==> src/rtl/csh_pkg.sv <==
// Shared types and constants for the click series / hold detector.
// No dependencies; imported by every module of the block.
package csh_pkg;

	// event codes of a result transaction
	typedef enum logic [1:0] {
		KIND_SERIES   = 2'd0,
		KIND_HOLD     = 2'd1,
		KIND_HOLD_END = 2'd2
	} kind_t;

	// configuration register indexes
	localparam logic [1:0] REG_HOLD_MIN  = 2'd0;
	localparam logic [1:0] REG_RELEASE   = 2'd1;
	localparam logic [1:0] REG_PRESS_GAP = 2'd2;

	localparam logic [15:0] HOLD_MIN_RST  = 16'd1000;
	localparam logic [15:0] RELEASE_RST   = 16'd250;
	localparam logic [15:0] PRESS_GAP_RST = 16'd50;

	// result queue: two entries per sample plus slack for back-to-back flow
	localparam int FIFO_DEPTH = 4;
	localparam int FIFO_AW    = 2;
	localparam int FIFO_CW    = 3;

	typedef struct packed {
		logic [15:0] hold_min_ms;
		logic [15:0] release_ms;
		logic [15:0] press_gap_ms;
	} cfg_t;

	typedef struct packed {
		kind_t       kind;
		logic [7:0]  clicks;
		logic [31:0] hold_ms;
		logic        last;
	} result_t;

endpackage

==> src/rtl/click_series_hold_detector_top.sv <==
// Top level of the click series / hold detector: config registers,
// input stage, step logic and result queue. Depends on csh_pkg,
// csh_step and csh_res_fifo.
//
//  channel | signals                              | handshake
//  --------+--------------------------------------+-------------------
//  cfg     | cfg_we, cfg_index, cfg_wdata         | write on cfg_we
//  in      | now_ms, pressed                      | in_valid/in_ready
//  out     | event_kind, clicks, hold_ms, last    | out_valid/out_ready
//
// One sample per cycle is taken unless stalled; it is evaluated once the
// queue has room for all its zero, one or two results, which then enter the
// four-entry queue at once. Results leave at one per cycle while out_ready
// is high. Output stalls back up through the queue into the input stage.
// Reset clears state and the queue; config returns to its defaults.
module click_series_hold_detector_top
	import csh_pkg::*;
(
	input  logic        clk,
	input  logic        arst_n,
	input  logic        cfg_we,
	input  logic [1:0]  cfg_index,
	input  logic [15:0] cfg_wdata,
	input  logic        in_valid,
	output logic        in_ready,
	input  logic [31:0] now_ms,
	input  logic        pressed,
	output logic        out_valid,
	input  logic        out_ready,
	output logic [1:0]  event_kind,
	output logic [7:0]  clicks,
	output logic [31:0] hold_ms,
	output logic        last
);

	cfg_t               cfg_q;
	logic               valid_s1;
	logic [31:0]        now_s1;
	logic               pressed_s1;

	logic [1:0]         n_res;
	result_t            res0;
	result_t            res1;
	result_t            head;
	logic [FIFO_CW-1:0] count;
	logic [FIFO_CW-1:0] free;
	logic               proc;
	logic               pop;

	always_ff @(posedge clk or negedge arst_n) begin
		if (!arst_n) begin
			cfg_q.hold_min_ms  <= HOLD_MIN_RST;
			cfg_q.release_ms   <= RELEASE_RST;
			cfg_q.press_gap_ms <= PRESS_GAP_RST;
		end else if (cfg_we) begin
			case (cfg_index)
				REG_HOLD_MIN:  cfg_q.hold_min_ms  <= cfg_wdata;
				REG_RELEASE:   cfg_q.release_ms   <= cfg_wdata;
				REG_PRESS_GAP: cfg_q.press_gap_ms <= cfg_wdata;
				default: ;
			endcase
		end
	end

	// sample is evaluated only when the queue has room for all its results
	assign free     = FIFO_CW'(FIFO_DEPTH) - count;
	assign proc     = valid_s1 && ({1'b0, n_res} <= free);
	assign in_ready = !valid_s1 || proc;

	always_ff @(posedge clk or negedge arst_n) begin
		if (!arst_n)
			valid_s1 <= 1'b0;
		else if (in_ready)
			valid_s1 <= in_valid;
	end

	always_ff @(posedge clk) begin
		if (in_valid && in_ready) begin
			now_s1     <= now_ms;
			pressed_s1 <= pressed;
		end
	end

	csh_step u_step (
		.clk     (clk),
		.arst_n  (arst_n),
		.en      (proc),
		.cfg     (cfg_q),
		.now_ms  (now_s1),
		.pressed (pressed_s1),
		.n_res   (n_res),
		.res0    (res0),
		.res1    (res1)
	);

	assign pop = out_valid && out_ready;

	csh_res_fifo u_fifo (
		.clk    (clk),
		.arst_n (arst_n),
		.push_n (proc ? n_res : 2'd0),
		.wr0    (res0),
		.wr1    (res1),
		.pop    (pop),
		.head   (head),
		.count  (count)
	);

	assign out_valid  = (count != '0);
	assign event_kind = head.kind;
	assign clicks     = head.clicks;
	assign hold_ms    = head.hold_ms;
	assign last       = head.last;

	a_fifo_bound: assert property (@(posedge clk) disable iff (!arst_n)
		count <= FIFO_CW'(FIFO_DEPTH))
		else $error("result queue overfilled");

	a_in_to_s1: assert property (@(posedge clk) disable iff (!arst_n)
		(in_valid && in_ready) |=> valid_s1)
		else $error("accepted sample lost before evaluation");

	a_pair_order: assert property (@(posedge clk) disable iff (!arst_n)
		(proc && n_res == 2'd2) |-> (res0.kind != KIND_HOLD && !res0.last && res1.last))
		else $error("series end must precede hold progress");

	a_count_step: assert property (@(posedge clk) disable iff (!arst_n)
		(!proc && !pop) |=> $stable(count))
		else $error("queue level changed without push or pop");

endmodule

==> src/rtl/csh_step.sv <==
// Per-sample evaluation and detector state (click count, hold start,
// last press time, pressed flag). Depends on csh_pkg.
module csh_step
	import csh_pkg::*;
(
	input  logic        clk,
	input  logic        arst_n,
	input  logic        en,
	input  cfg_t        cfg,
	input  logic [31:0] now_ms,
	input  logic        pressed,
	output logic [1:0]  n_res,
	output result_t     res0,
	output result_t     res1
);

	logic [7:0]  click_count_q;
	logic [31:0] hold_start_q;
	logic [31:0] last_press_q;
	logic        pressed_flag_q;

	logic [31:0] since_press;
	logic [31:0] held;
	logic        rel;
	logic        hold_ev;
	logic [7:0]  cnt_nxt;
	logic [31:0] hs_nxt;
	logic        flag_nxt;
	result_t     series_r;
	result_t     hold_r;

	always_comb begin
		since_press = now_ms - last_press_q;
		held        = now_ms - hold_start_q;
		rel         = since_press > {16'd0, cfg.release_ms};

		cnt_nxt  = rel ? 8'd0 : click_count_q;
		hs_nxt   = rel ? now_ms : hold_start_q;
		flag_nxt = rel ? 1'b0 : pressed_flag_q;

		series_r.kind    = (held < {16'd0, cfg.hold_min_ms}) ? KIND_SERIES : KIND_HOLD_END;
		series_r.clicks  = click_count_q;
		series_r.hold_ms = 32'd0;
		series_r.last    = 1'b0;

		if (pressed) begin
			if (since_press > {16'd0, cfg.press_gap_ms}) begin
				cnt_nxt = cnt_nxt + 8'd1;
				hs_nxt  = now_ms;
			end
			flag_nxt = 1'b1;
		end

		// hold test uses the elapsed time taken before this sample's updates
		hold_ev = flag_nxt && (held > {16'd0, cfg.hold_min_ms});

		hold_r.kind    = KIND_HOLD;
		hold_r.clicks  = cnt_nxt;
		hold_r.hold_ms = held;
		hold_r.last    = 1'b1;

		n_res = {1'b0, rel} + {1'b0, hold_ev};
		res0  = rel ? series_r : hold_r;
		res0.last = (n_res == 2'd1);
		res1  = hold_r;
	end

	always_ff @(posedge clk or negedge arst_n) begin
		if (!arst_n) begin
			click_count_q  <= 8'd0;
			hold_start_q   <= 32'd0;
			last_press_q   <= 32'd0;
			pressed_flag_q <= 1'b0;
		end else if (en) begin
			click_count_q  <= cnt_nxt;
			hold_start_q   <= hs_nxt;
			pressed_flag_q <= flag_nxt;
			if (pressed)
				last_press_q <= now_ms;
		end
	end

endmodule

==> src/rtl/csh_res_fifo.sv <==
// Result queue: takes zero, one or two results a cycle, gives one per pop.
// Depends on csh_pkg.
module csh_res_fifo
	import csh_pkg::*;
(
	input  logic                 clk,
	input  logic                 arst_n,
	input  logic [1:0]           push_n,
	input  result_t              wr0,
	input  result_t              wr1,
	input  logic                 pop,
	output result_t              head,
	output logic [FIFO_CW-1:0]   count
);

	result_t              mem_q [FIFO_DEPTH];
	logic [FIFO_AW-1:0]   wr_ptr_q;
	logic [FIFO_AW-1:0]   rd_ptr_q;
	logic [FIFO_CW-1:0]   count_q;
	logic [FIFO_AW-1:0]   wr_ptr1;

	assign wr_ptr1 = wr_ptr_q + {{(FIFO_AW-1){1'b0}}, 1'b1};
	assign head    = mem_q[rd_ptr_q];
	assign count   = count_q;

	always_ff @(posedge clk) begin
		if (push_n != 2'd0)
			mem_q[wr_ptr_q] <= wr0;
		if (push_n == 2'd2)
			mem_q[wr_ptr1] <= wr1;
	end

	always_ff @(posedge clk or negedge arst_n) begin
		if (!arst_n) begin
			wr_ptr_q <= '0;
			rd_ptr_q <= '0;
			count_q  <= '0;
		end else begin
			wr_ptr_q <= wr_ptr_q + FIFO_AW'(push_n);
			if (pop)
				rd_ptr_q <= rd_ptr_q + {{(FIFO_AW-1){1'b0}}, 1'b1};
			count_q <= count_q + FIFO_CW'(push_n) - FIFO_CW'(pop);
		end
	end

endmodule

==> config.mk <==
export PLATFORM = sky130hd
export DESIGN_NAME = click_series_hold_detector_top
export DESIGN_NICKNAME = d
export VERILOG_FILES = /design/src/rtl/csh_pkg.sv /design/src/rtl/click_series_hold_detector_top.sv /design/src/rtl/csh_step.sv /design/src/rtl/csh_res_fifo.sv
export SDC_FILE = /design/constraint.sdc
export NUM_CORES = 1
export LEC_CHECK = 0
export BUFFER_PORTS_ARGS = -buffer_cell sky130_fd_sc_hd__buf_4
export CORE_UTILIZATION = 55
export DETAILED_ROUTE_END_ITERATION = 6
export GPL_TIMING_DRIVEN = 0
export PLACE_DENSITY = 0.71
export SYNTH_ARGS = -nofsm -noshare
export SYNTH_HDL_FRONTEND = slang
export SYNTH_HIERARCHICAL = 1
export SYNTH_SLANG_ARGS = --single-unit
==> constraint.sdc <==
create_clock -name clk -period 11.7 [get_ports clk]
set_input_delay 1.17 -clock clk [delete_from_list [all_inputs] [get_ports clk]]
set_output_delay 1.17 -clock clk [all_outputs]
set_load 0.01 [all_outputs]
==> results by group, run 1 <==
Status
  – Run status: completed

Timing
  – Final worst-path cycle share: 75.11%
  – Final Skew: 0.02568 ns
  – Post-layout min period: 8.788 ns
  – Max Clk Rate: 113.8 MHz
  – Worst-case headroom to the max-slew limit: 35.63%
  – Final setup violation count: 0
  – Pin slew with the least headroom to its limit: 0.9592 ns
  – Slack of the critical path: 2.912 ns
  – Total negative setup slack: 0 ns
  – Max-slew violation count: 0
  – Number of hold violations in the final report: 0
  – Unrepaired setup endpoints after global routing: no

Global routing
  – Fraction of met2 tracks used by global routing: 43.87%
  – Met3 usage in global routing: 3.844%
  – Total global routing track utilization: 26.10%
  – Largest net degree at the start of global routing: 73
  – Most utilized layer in the global route result: met2
  – Total grt overflow: 0
  – Grt met1 use: 35.23%
  – Via count of the first global-routing pass: 14150
  – First-pass GRT wire length: 76.91 mm
  – Antenna violations before repair: 0

Logic synthesis
  – Most frequently used flop master after synthesis: edfxtp_1
  – Proportion of register bits with asynchronous set or reset after synthesis: 38.62%
  – Syn Area/Cell: 11.79 um2
  – Top cells by area in the synthesized netlist: edfxtp_1 (30%), mux2_2 (14%), dfrtp_1 (14%)
  – Cell type with the highest aggregate area in the netlist: edfxtp_1
  – Number of enable flip-flop cells after synthesis: 205
  – Top cell type's share of synthesized area: 30.28%
  – Portion of the post-synthesis area used by sequential elements: 46.24%
  – Flops & latches, synth: 334
  – Post-Synthesis Cells: 1724
  – Distinct cell type count of the synthesized netlist: 90
  – Syn Std Cell Area: 20330 um2
  – Count of warnings emitted by yosys: 6

Placed design
  – Placement-stage worst setup slack: 2.981 ns
  – Count of port buffers added during placement: 100
  – Sum of net half-perimeters after detailed placement: 34.96 mm
  – Final weighted congestion in routability-driven placement: 0.8956

Clock network
  – CTS Root Cell: clkbuf_16
  – Clock transition at the registers of the reported paths: 0.06 ns
  – # clock sinks: 334
  – Number of buffers added for setup after CTS: 0
  – Clock buffer count from CTS: 39
  – Resized cells post-CTS: 0
  – Hold Buf Count CTS: 0
  – Buffer levels on the longest clock path: 3
  – Latest clock arrival within the worst-skew pair: 0.56 ns
  – TritonCTS clock tree: done
  – H-tree depth: 2

Critical path
  – Critical path fanouts, max: 10
  – Kind of start point of the critical path: flip-flop
  – Required time at the endpoint of the critical path: 12.12 ns
  – CP arrival: 9.21 ns
  – Library cell contributing the largest single delay on the critical path: clkbuf_1
  – Category of the worst setup path capture point: flip-flop
  – CP peak stage delay: 0.64 ns
  – Critical setup path kind: flip-flop to flip-flop

Layout
  – Layout-stage area growth over the synthesis result: 13.65%
  – Commonest non-fill, non-tap cells in the layout: mux2_2 (256), edfxtp_1 (205), inv_1 (151)
  – Most common cell after layout, fill and taps aside: mux2_2
  – Final-stage net count: 2051
  – Filler Cells Inserted: 2856
  – Antenna fix cells: 0
  – Fraction of layout instances using a drive strength above 1: 29.37%
  – Combined flip-flop and latch cell area: 9403 um2
  – Total area of multi-input combinational cells: 9956 um2

Floorplanning
  – Total Die Area: 37740 um2
  – Core outline area: 36520 um2
  – Top Ports: 101
  – Height of the die: 194.3 um
  – Die boundary width: 194.3 um
  – Initial Util: 55.67%
  – Floorplan row count: 70

Power
  – Leak Pwr: 9.626 nW
  – Max VDD drop: 0.0001351 V
  – Power density relative to cell area: 320.9 nW/um2

Drt
  – Drt wl/cell: 20.20 um
  – Post-route DRC: 0
  – Detailed Route Iter0 Violations: 876
  – Vias: 14070
  – Via count normalized by instance count: 5.933
  – Length of the first detailed-routing pass in iterations: 5
  – Detailed-route wire length: 47.90 mm
  – Antenna-violating nets left: 0

Job
  – Max-cap violations: 0

Hold path
  – Min-delay worst type: flip-flop to flip-flop
-- Yosys cell counts, types with 13 or more instances --
master,instances
nor2_1,65
o21ai_0,78
mux4_2,43
nand3_1,27
a21o_1,22
buf_2,17
buf_4,13
and2_1,34
xor2_1,13
inv_1,151
xnor2_1,39
dfstp_2,15
a21oi_1,85
nor2b_1,16
nor3_1,26
nand4_1,21
mux2_2,256
dfrtp_1,114
o21a_1,14
edfxtp_1,205
clkbuf_1,32
nand2_1,101
ha_1,120
-- path summary, 6_finish.rpt --
check	cells past startpoint	slack, ns	start	endpoint
hold / removal	2	0.49	u_step/last_press_q[0]	u_step/last_press_q[0]
setup / recovery	27	2.91	now_s1[11]	u_step/hold_start_q[26]
setup reg to reg	27	2.91	now_s1[11]	u_step/hold_start_q[26]
min in group asynchronous	1	0.61	arst_n	u_fifo/wr_ptr_q[0]
max in group asynchronous	2	10.28	arst_n	u_step/hold_start_q[29]
hold reg to reg	2	0.49	u_step/last_press_q[0]	u_step/last_press_q[0]
-- worst max-delay path, delay by kind of cell (launching register included) --
kind	cells	cell delay, ns
fa+ha+maj	4	1.07
mux	1	0.38
buf+inv	8	2.47
compound gates	5	1.87
xor+xnor	1	0.39
flops	1	0.48
simple gates	8	1.98
-- cell type report --
cell class | instances | share of cell area [%]
buffer | 77 | 1.949
clock buffer | 58 | 5.111
clock inverter | 14 | 0.3628
inverter | 151 | 2.453
multi-input combinational | 1163 | 43.08
sequential | 334 | 40.69
tap | 468 | 2.534
timing repair buffer | 106 | 3.817
-- kinds of logic (layout without fill, tap and decap cells) --
| group | after synthesis | in the layout | synth area share (%) |
|---|---|---|---|
| AND/OR/NAND/NOR | 365 | 365 | 9.378 |
| flip-flops | 334 | 334 | 46.24 |
| AO/OA/AOI/OAI | 315 | 315 | 10.18 |
| multiplexers | 305 | 305 | 19.24 |
| buffers and inverters | 228 | 406 | 5.003 |
| adder cells (fa/ha/maj) | 123 | 123 | 7.680 |
| XOR/XNOR | 52 | 52 | 2.240 |
| other | 2 | 3 | 0.03693 |
-- where the power goes --
group	switching, mW	total, mW	leakage (nW)	internal [mW]
sequential	0.167	1.95	3.47	1.78
combinational	2.54	4.28	5.54	1.74
clock	0.481	1.18	0.619	0.701
total	3.19	7.41	9.63	4.23
-- sequential cells by signal (all words and copies together), names as in the netlist --
| signal | flops |
|---|---|
| valid_s1 | 1 |
| u_fifo/wr_ptr_q | 2 |
| pressed_s1 | 1 |
| u_step/hold_start_q | 32 |
| u_fifo/count | 3 |
| u_step/click_count_q | 8 |
| now_s1 | 32 |
| cfg_q | 48 |
| u_step/last_press_q | 32 |
| u_fifo/mem_q | 172 |
| u_fifo/rd_ptr_q | 2 |
| u_step/pressed_flag_q | 1 |
-- stage by stage --
stage	hold WS (ns)	instances	area (um2)	utilization [%]	power, mW
final	0.4904	2371	23110	63.27	7.415
after CTS	0.4985	2371	23110	63.27	7.437
after global placement	0.4708	2293	21670	59.34	6.098
after global routing	0.5136	2371	23110	63.27	7.976
after detailed placement	0.4837	2299	21840	59.81	6.215
after floorplan	0.4538	1725	20340	-	4.892
-- metal layers --
layer  part of all wire, %  up-vias  wire (um)
met5                     0        -          0
met1                    44     6903      21160
met2                    48      398      23180
li1                      -     6703          -
met3                   5.3       64       2531
met4                   2.1        0       1025
(Power assumes the default switching activity.)
==> run 2, diff against run 1 <==
Settings changed: PLACE_DENSITY 0.71 to 0.74.
Clock period 11.7 ns to 7.4 ns, I/O delays scaled along.
==> run 2 against run 1 <==
  * The run now ends with design-rule violations left
  * Worst hold slack worse by 0.26 ns
  * Non-clock buffer count grew 24
  * Clock skew fell by 0.0017 ns
  * Global-route usage is 0.55 points higher
  * Fmax up 22%
  * Wire length is 4.4% higher
==> results by group, run 2 (synthesis gave the netlist of run 1 again) <==
Status
  – Run status: finished with violations
  – Violated checks: design-rule violations

Layout
  – Flip-flop count of the largest register, all copies and words added: 172
  – Commonest non-fill, non-tap cells in the layout: mux2_2 (256), edfxtp_1 (205), inv_1 (149)
  – Filler Cells Inserted: 2720
  – Most common cell after layout, fill and taps aside: mux2_2
  – Fraction of layout instances using a drive strength above 1: 32.59%
  – Antenna fix cells: 0
  – Largest reg by FF count: u_fifo/mem_q
  – Total area of multi-input combinational cells: 10170 um2
  – Biggest registers after layout: u_fifo/mem_q (172), cfg_q (48)
  – Combined flip-flop and latch cell area: 9403 um2
  – Final-stage net count: 2075
  – Layout-stage area growth over the synthesis result: 16.53%

Power
  – Flop pwr share: 25.0%
  – Leak Pwr: 9.878 nW
  – Internal power: 7.041 mW
  – PnR Total Power: 12.36 mW
  – Switching pwr: 5.318 mW
  – Fraction of power consumed by the clock network: 15.6%
  – Proportion of power drawn by combinational gates: 59.5%
  – Max VDD drop: 0.0002208 V
  – Switching Share: 43.03%
  – Power density relative to cell area: 521.6 nW/um2

Critical path
  – Register-to-Register Path Depth: 25
  – Critical path fanouts, max: 10
  – Category of the worst setup path capture point: flip-flop
  – Dominant delay contributor by cell family on the critical path: simple AND/OR/NAND/NOR gates
  – Most frequent cell on the critical path: or4_1
  – Required time at the endpoint of the critical path: 7.83 ns
  – Critical setup path kind: flip-flop to flip-flop
  – Kind of start point of the critical path: flip-flop
  – CP peak stage delay: 0.53 ns
  – CP arrival: 7.64 ns
  – Library cell contributing the largest single delay on the critical path: or4_1
  – Number of buffers and inverters on the critical path: 6
  – Total stage count of the critical path: 25

Drt
  – Post-route DRC: 1
  – Detailed Route Iter0 Violations: 960
  – Length of the first detailed-routing pass in iterations: 7
  – Via count normalized by instance count: 6.002
  – Vias: 14380
  – Detailed-route wire length: 50.01 mm
  – Antenna-violating nets left: 0
  – Drt wl/cell: 20.88 um

Global routing
  – Largest net degree at the start of global routing: 75
  – Antenna violations before repair: 0
  – Total global routing track utilization: 26.65%
  – First-pass GRT wire length: 77.98 mm
  – Via count of the first global-routing pass: 14410
  – Total grt overflow: 0

Placed design
  – Sum of net half-perimeters after detailed placement: 35.74 mm
  – Count of port buffers added during placement: 100
  – Final weighted congestion in routability-driven placement: 0.9355

Job
  – Max-cap violations: 0

Clock network
  – Clock buffer count from CTS: 39
  – Clock transition at the registers of the reported paths: 0.06 ns
  – Hold Buf Count CTS: 0
  – H-tree depth: 2
  – # clock sinks: 334
  – CTS Root Cell: clkbuf_16
  – TritonCTS clock tree: done
  – Buffer levels on the longest clock path: 3
  – Latest clock arrival within the worst-skew pair: 0.56 ns

Timing
  – Pin slew with the least headroom to its limit: 0.9255 ns
  – Post-layout min period: 7.216 ns
  – Worst hold margin: 0.2256 ns
  – Number of hold violations in the final report: 0
  – Max Clk Rate: 138.6 MHz
  – Final Skew: 0.02395 ns
  – Final setup violation count: 0
  – Worst-case headroom to the max-slew limit: 37.88%
  – Final worst-path cycle share: 97.52%
  – Max-slew violation count: 0

Floorplanning
  – Die boundary width: 194.3 um
  – Total Die Area: 37740 um2
  – Initial Util: 55.67%
  – Floorplan row count: 70
  – Height of the die: 194.3 um
  – Top Ports: 101
  – Core outline area: 36520 um2

Hold path
  – Min-delay worst type: input port to asynchronous set/reset pin
[run 2: final timing paths]
kind / from / end / slack, ns
setup / recovery: now_s1[0] / u_step/hold_start_q[13] / 0.18
hold / removal: arst_n / valid_s1 / 0.23
setup reg to reg: now_s1[0] / u_step/hold_start_q[13] / 0.18
hold reg to reg: cfg_q[13] / cfg_q[13] / 0.50
max in group asynchronous: arst_n / u_step/hold_start_q[28] / 6.39
min in group clk: pressed / pressed_s1 / 0.35
[run 2: metal layers]
layer / GRT usage [%] / wire length [um] / vias up
li1: - / - / 6743
met1: 34.40 / 21100 / 7099
met2: 45.90 / 24790 / 451
met3: 3.792 / 2765 / 82
met4: 9.318 / 1358 / 0
met5: 0 / 0 / -
[run 2: repair_timing]
item | in CTS | in global routing
setup endpoints to repair | 447 | 405
buffers inserted | 12 | 14
resized for setup | 25 | 43
pin swaps | 2 | 15
[run 2: per-stage QoR]
step                      setup slack, ns  util (%)  cell area (um2)  TNS, ns  instances
final                              0.1837     64.88            23690        0       2395
after global routing             -0.07235     64.88            23690   -6.261       2395
after CTS                         0.07202     64.21            23450        0       2384
after detailed placement           -1.412     60.10            21950  -356.86       2302
after global placement             -3.247     59.36            21680  -627.22       2293
after floorplan                   -0.1974         -            20340   -16.97       1725
[run 2: power by group through the flow]
stage               clock network, mW  logic [mW]  registers (mW)
floorplan                           0        4.69            3.03
global placement                    0        6.48            3.13
global route                     2.03        7.98            3.15
finish                           1.92        7.35            3.08
detailed placement                  0        6.84            3.12
CTS                              1.96        7.08            3.09
[run 2: area by class of cell]
| cell class | count | area share (%) |
|---|---|---|
| Timing Repair Buffer | 135 | 5.048 |
| Inverter | 151 | 2.408 |
| Buffer | 72 | 1.986 |
| Sequential cell | 334 | 39.68 |
| Clock inverter | 21 | 0.7604 |
| Tap cell | 468 | 2.471 |
| Multi-Input combinational cell | 1163 | 42.94 |
| Clock buffer | 51 | 4.700 |
==> run 3, diff against run 2 <==
--- a/constraint.sdc
+++ b/constraint.sdc
@@ -3,2 +3,2 @@
 set_output_delay 0.74 -clock clk [all_outputs]
-set_load 0.01 [all_outputs]
+set_load 0.1 [all_outputs]
==> run 3 against run 2 <==
  * The run now ends clean
  * Count of clock-buffer cells in the layout grew 10
  * Fmax shrank 0.53%
  * Flip-flop and latch count is the same
  * Worst setup slack lost 0.038 ns
  * Register-to-register slack lost 0.04 ns
  * Via count grew 0.53%
  * Wire length grew 2.7%
  * Die area is the same
  * Sequential share of layout area shrank 0.16 points
  * Worst hold slack lost 0.045 ns
  * Critical path depth shrank 2
  * Clock skew shrank 0.0042 ns
  * Critical path type unchanged
  * Largest cell class unchanged
==> results by group, run 3 (synthesis gave the netlist of run 1 again) <==
Status
  – Run status: completed

Global routing
  – Via count of the first global-routing pass: 14360
  – Antenna violations before repair: 0
  – Largest net degree at the start of global routing: 69
  – Total grt overflow: 0
  – Total global routing track utilization: 27.08%
  – First-pass GRT wire length: 79.01 mm

Critical path
  – Category of the worst setup path capture point: flip-flop
  – Capture instance of the worst register-to-register path: u_fifo/mem_q[2][17]
  – CP arrival: 7.52 ns
  – Library cell contributing the largest single delay on the critical path: or4_1
  – CP peak stage delay: 0.57 ns
  – Worst R2R Start: now_s1[3]
  – Required time at the endpoint of the critical path: 7.67 ns
  – Register-to-Register Path Depth: 23
  – Critical setup path kind: flip-flop to flip-flop
  – Dominant delay contributor by cell family on the critical path: compound AO/OA/AOI/OAI gates
  – Critical path, cell by cell: buf_4 -> ha_1 -> a21o_1 -> a21oi_1 -> a21oi_1 -> o21ai_2 -> a31oi_1 -> o2111a_1 -> o311a_2 -> or4_1 -> or4_1 -> o31a_1 -> ha_1 -> ha_1 -> nor2b_2 -> o211ai_1 -> and3_1 -> buf_4 -> nor4bb_4 -> buf_6 -> buf_6 -> o21bai_4 -> clkbuf_16
  – Critical path fanouts, max: 10
  – Most frequent cell on the critical path: ha_1
  – Flop-to-flop setup slack: 0.15 ns
  – Kind of start point of the critical path: flip-flop
  – Total stage count of the critical path: 23
  – Number of buffers and inverters on the critical path: 5

Clock network
  – TritonCTS clock tree: done
  – CTS Root Cell: clkbuf_16
  – H-tree depth: 2
  – Clock buffer count from CTS: 39
  – Latest clock arrival within the worst-skew pair: 0.56 ns
  – Hold Buf Count CTS: 0
  – Clock transition at the registers of the reported paths: 0.06 ns
  – Buffer levels on the longest clock path: 3
  – # clock sinks: 334

Timing
  – Number of hold violations in the final report: 0
  – Worst-case headroom to the max-slew limit: 32.88%
  – Max Clk Rate: 137.8 MHz
  – Pin slew with the least headroom to its limit: 1.000 ns
  – Max-slew violation count: 0
  – Worst hold margin: 0.1807 ns
  – Post-layout min period: 7.254 ns
  – Final Skew: 0.01974 ns
  – Final worst-path cycle share: 98.03%
  – Final setup violation count: 0

Layout
  – Largest reg by FF count: u_fifo/mem_q
  – Antenna fix cells: 0
  – Biggest registers after layout: u_fifo/mem_q (172), cfg_q (48)
  – Filler Cells Inserted: 2709
  – Final cell count without fillers: 2401
  – Most common cell after layout, fill and taps aside: mux2_2
  – Final-stage net count: 2081
  – Commonest non-fill, non-tap cells in the layout: mux2_2 (256), edfxtp_1 (205), inv_1 (150)
  – Fraction of layout instances using a drive strength above 1: 32.54%
  – Flip-flop count of the largest register, all copies and words added: 172
  – Layout-stage area growth over the synthesis result: 17.01%

Drt
  – Antenna-violating nets left: 0
  – Vias: 14450
  – Via count normalized by instance count: 6.019
  – Drt wl/cell: 21.40 um
  – Detailed Route Iter0 Violations: 1109
  – Detailed-route wire length: 51.38 mm
  – Length of the first detailed-routing pass in iterations: 6
  – Post-route DRC: 0

Hold path
  – Min-delay worst type: input port to asynchronous set/reset pin

Floorplanning
  – Height of the die: 194.3 um
  – Core outline area: 36520 um2
  – Total Die Area: 37740 um2
  – Top Ports: 101
  – Initial Util: 55.67%
  – Floorplan row count: 70
  – Die boundary width: 194.3 um

Placed design
  – Count of port buffers added during placement: 100
  – Post-Place Cells: 2300
  – Sum of net half-perimeters after detailed placement: 35.66 mm
  – Final weighted congestion in routability-driven placement: 0.9075

Job
  – Max-cap violations: 0
-- run 3: cell types whose count changed in the layout (fill, tap and decap cells not counted), moves of 3 or more --
cell / change
clkinv_2: -5
xnor2_2: +3
buf_12: +4
buf_16: -4
buf_6: +7
buf_4: -3
clkbuf_1: +6
clkbuf_16: +3
-- run 3: through the flow --
stage          utilization (%)  cell area, um2  setup WS, ns  TNS [ns]
2_1_floorplan                -           20350       -0.2085    -17.93
3_3_place_gp             59.38           21690        -3.235   -631.15
3_5_place_dp             59.90           21880        -1.236   -322.76
4_1_cts                  64.20           23450       0.03101         0
5_1_grt                  65.14           23790       -0.1072    -7.068
6_report                 65.14           23790        0.1456         0
-- run 3: what timing repair did --
item | CTS | global route
pin swaps | 3 | 12
setup buffers | 11 | 15
gates resized for setup | 24 | 45
cloned | 2 | 4
endpoints found under the setup margin | 443 | 405
-- run 3: worst max-delay path by stage --
stage               slack (ns)                 endpoint       start
floorplan                -0.21       u_fifo/mem_q[1][0]   now_s1[4]
global placement         -3.24      u_fifo/mem_q[3][29]  now_s1[11]
detailed placement       -1.24  u_step/last_press_q[29]  now_s1[11]
CTS                       0.03      u_fifo/mem_q[2][25]   now_s1[2]
global route             -0.11      u_fifo/mem_q[2][42]   now_s1[0]
finish                    0.15      u_fifo/mem_q[2][17]   now_s1[3]
-- run 3: final cells by class --
class	instances	area (um2)	area share, %
repair buffers	137	1202	5.054
plain buffers	74	498.0	2.093
clock inverters	11	121.4	0.5101
multi-input cells	1165	10200	42.86
well taps	468	585.6	2.461
flip-flops and latches	334	9403	39.52
inverters	151	570.5	2.398
clock buffers	61	1214	5.101
-- run 3: worst reg2reg max path, delay by kind of cell (launching register included) --
family,cells,cell delay [ns]
fa+ha+maj,3,0.92
simple gates,5,1.75
compound gates,10,2.81
flops,1,0.49
buf+inv,5,1.01
-- run 3: metal layers --
| metal | share of wire [%] | GRT usage (%) |
|---|---|---|
| met1 | 42 | 35.65 |
| met2 | 48 | 44.50 |
| met3 | 6.3 | 4.035 |
| met4 | 3.7 | 12.08 |
| met5 | 0 | 0 |
Power of run 3 is left out: the tool's default activity adds up to more than one toggle a clock period on the data nets, which glitch-free logic cannot reach.
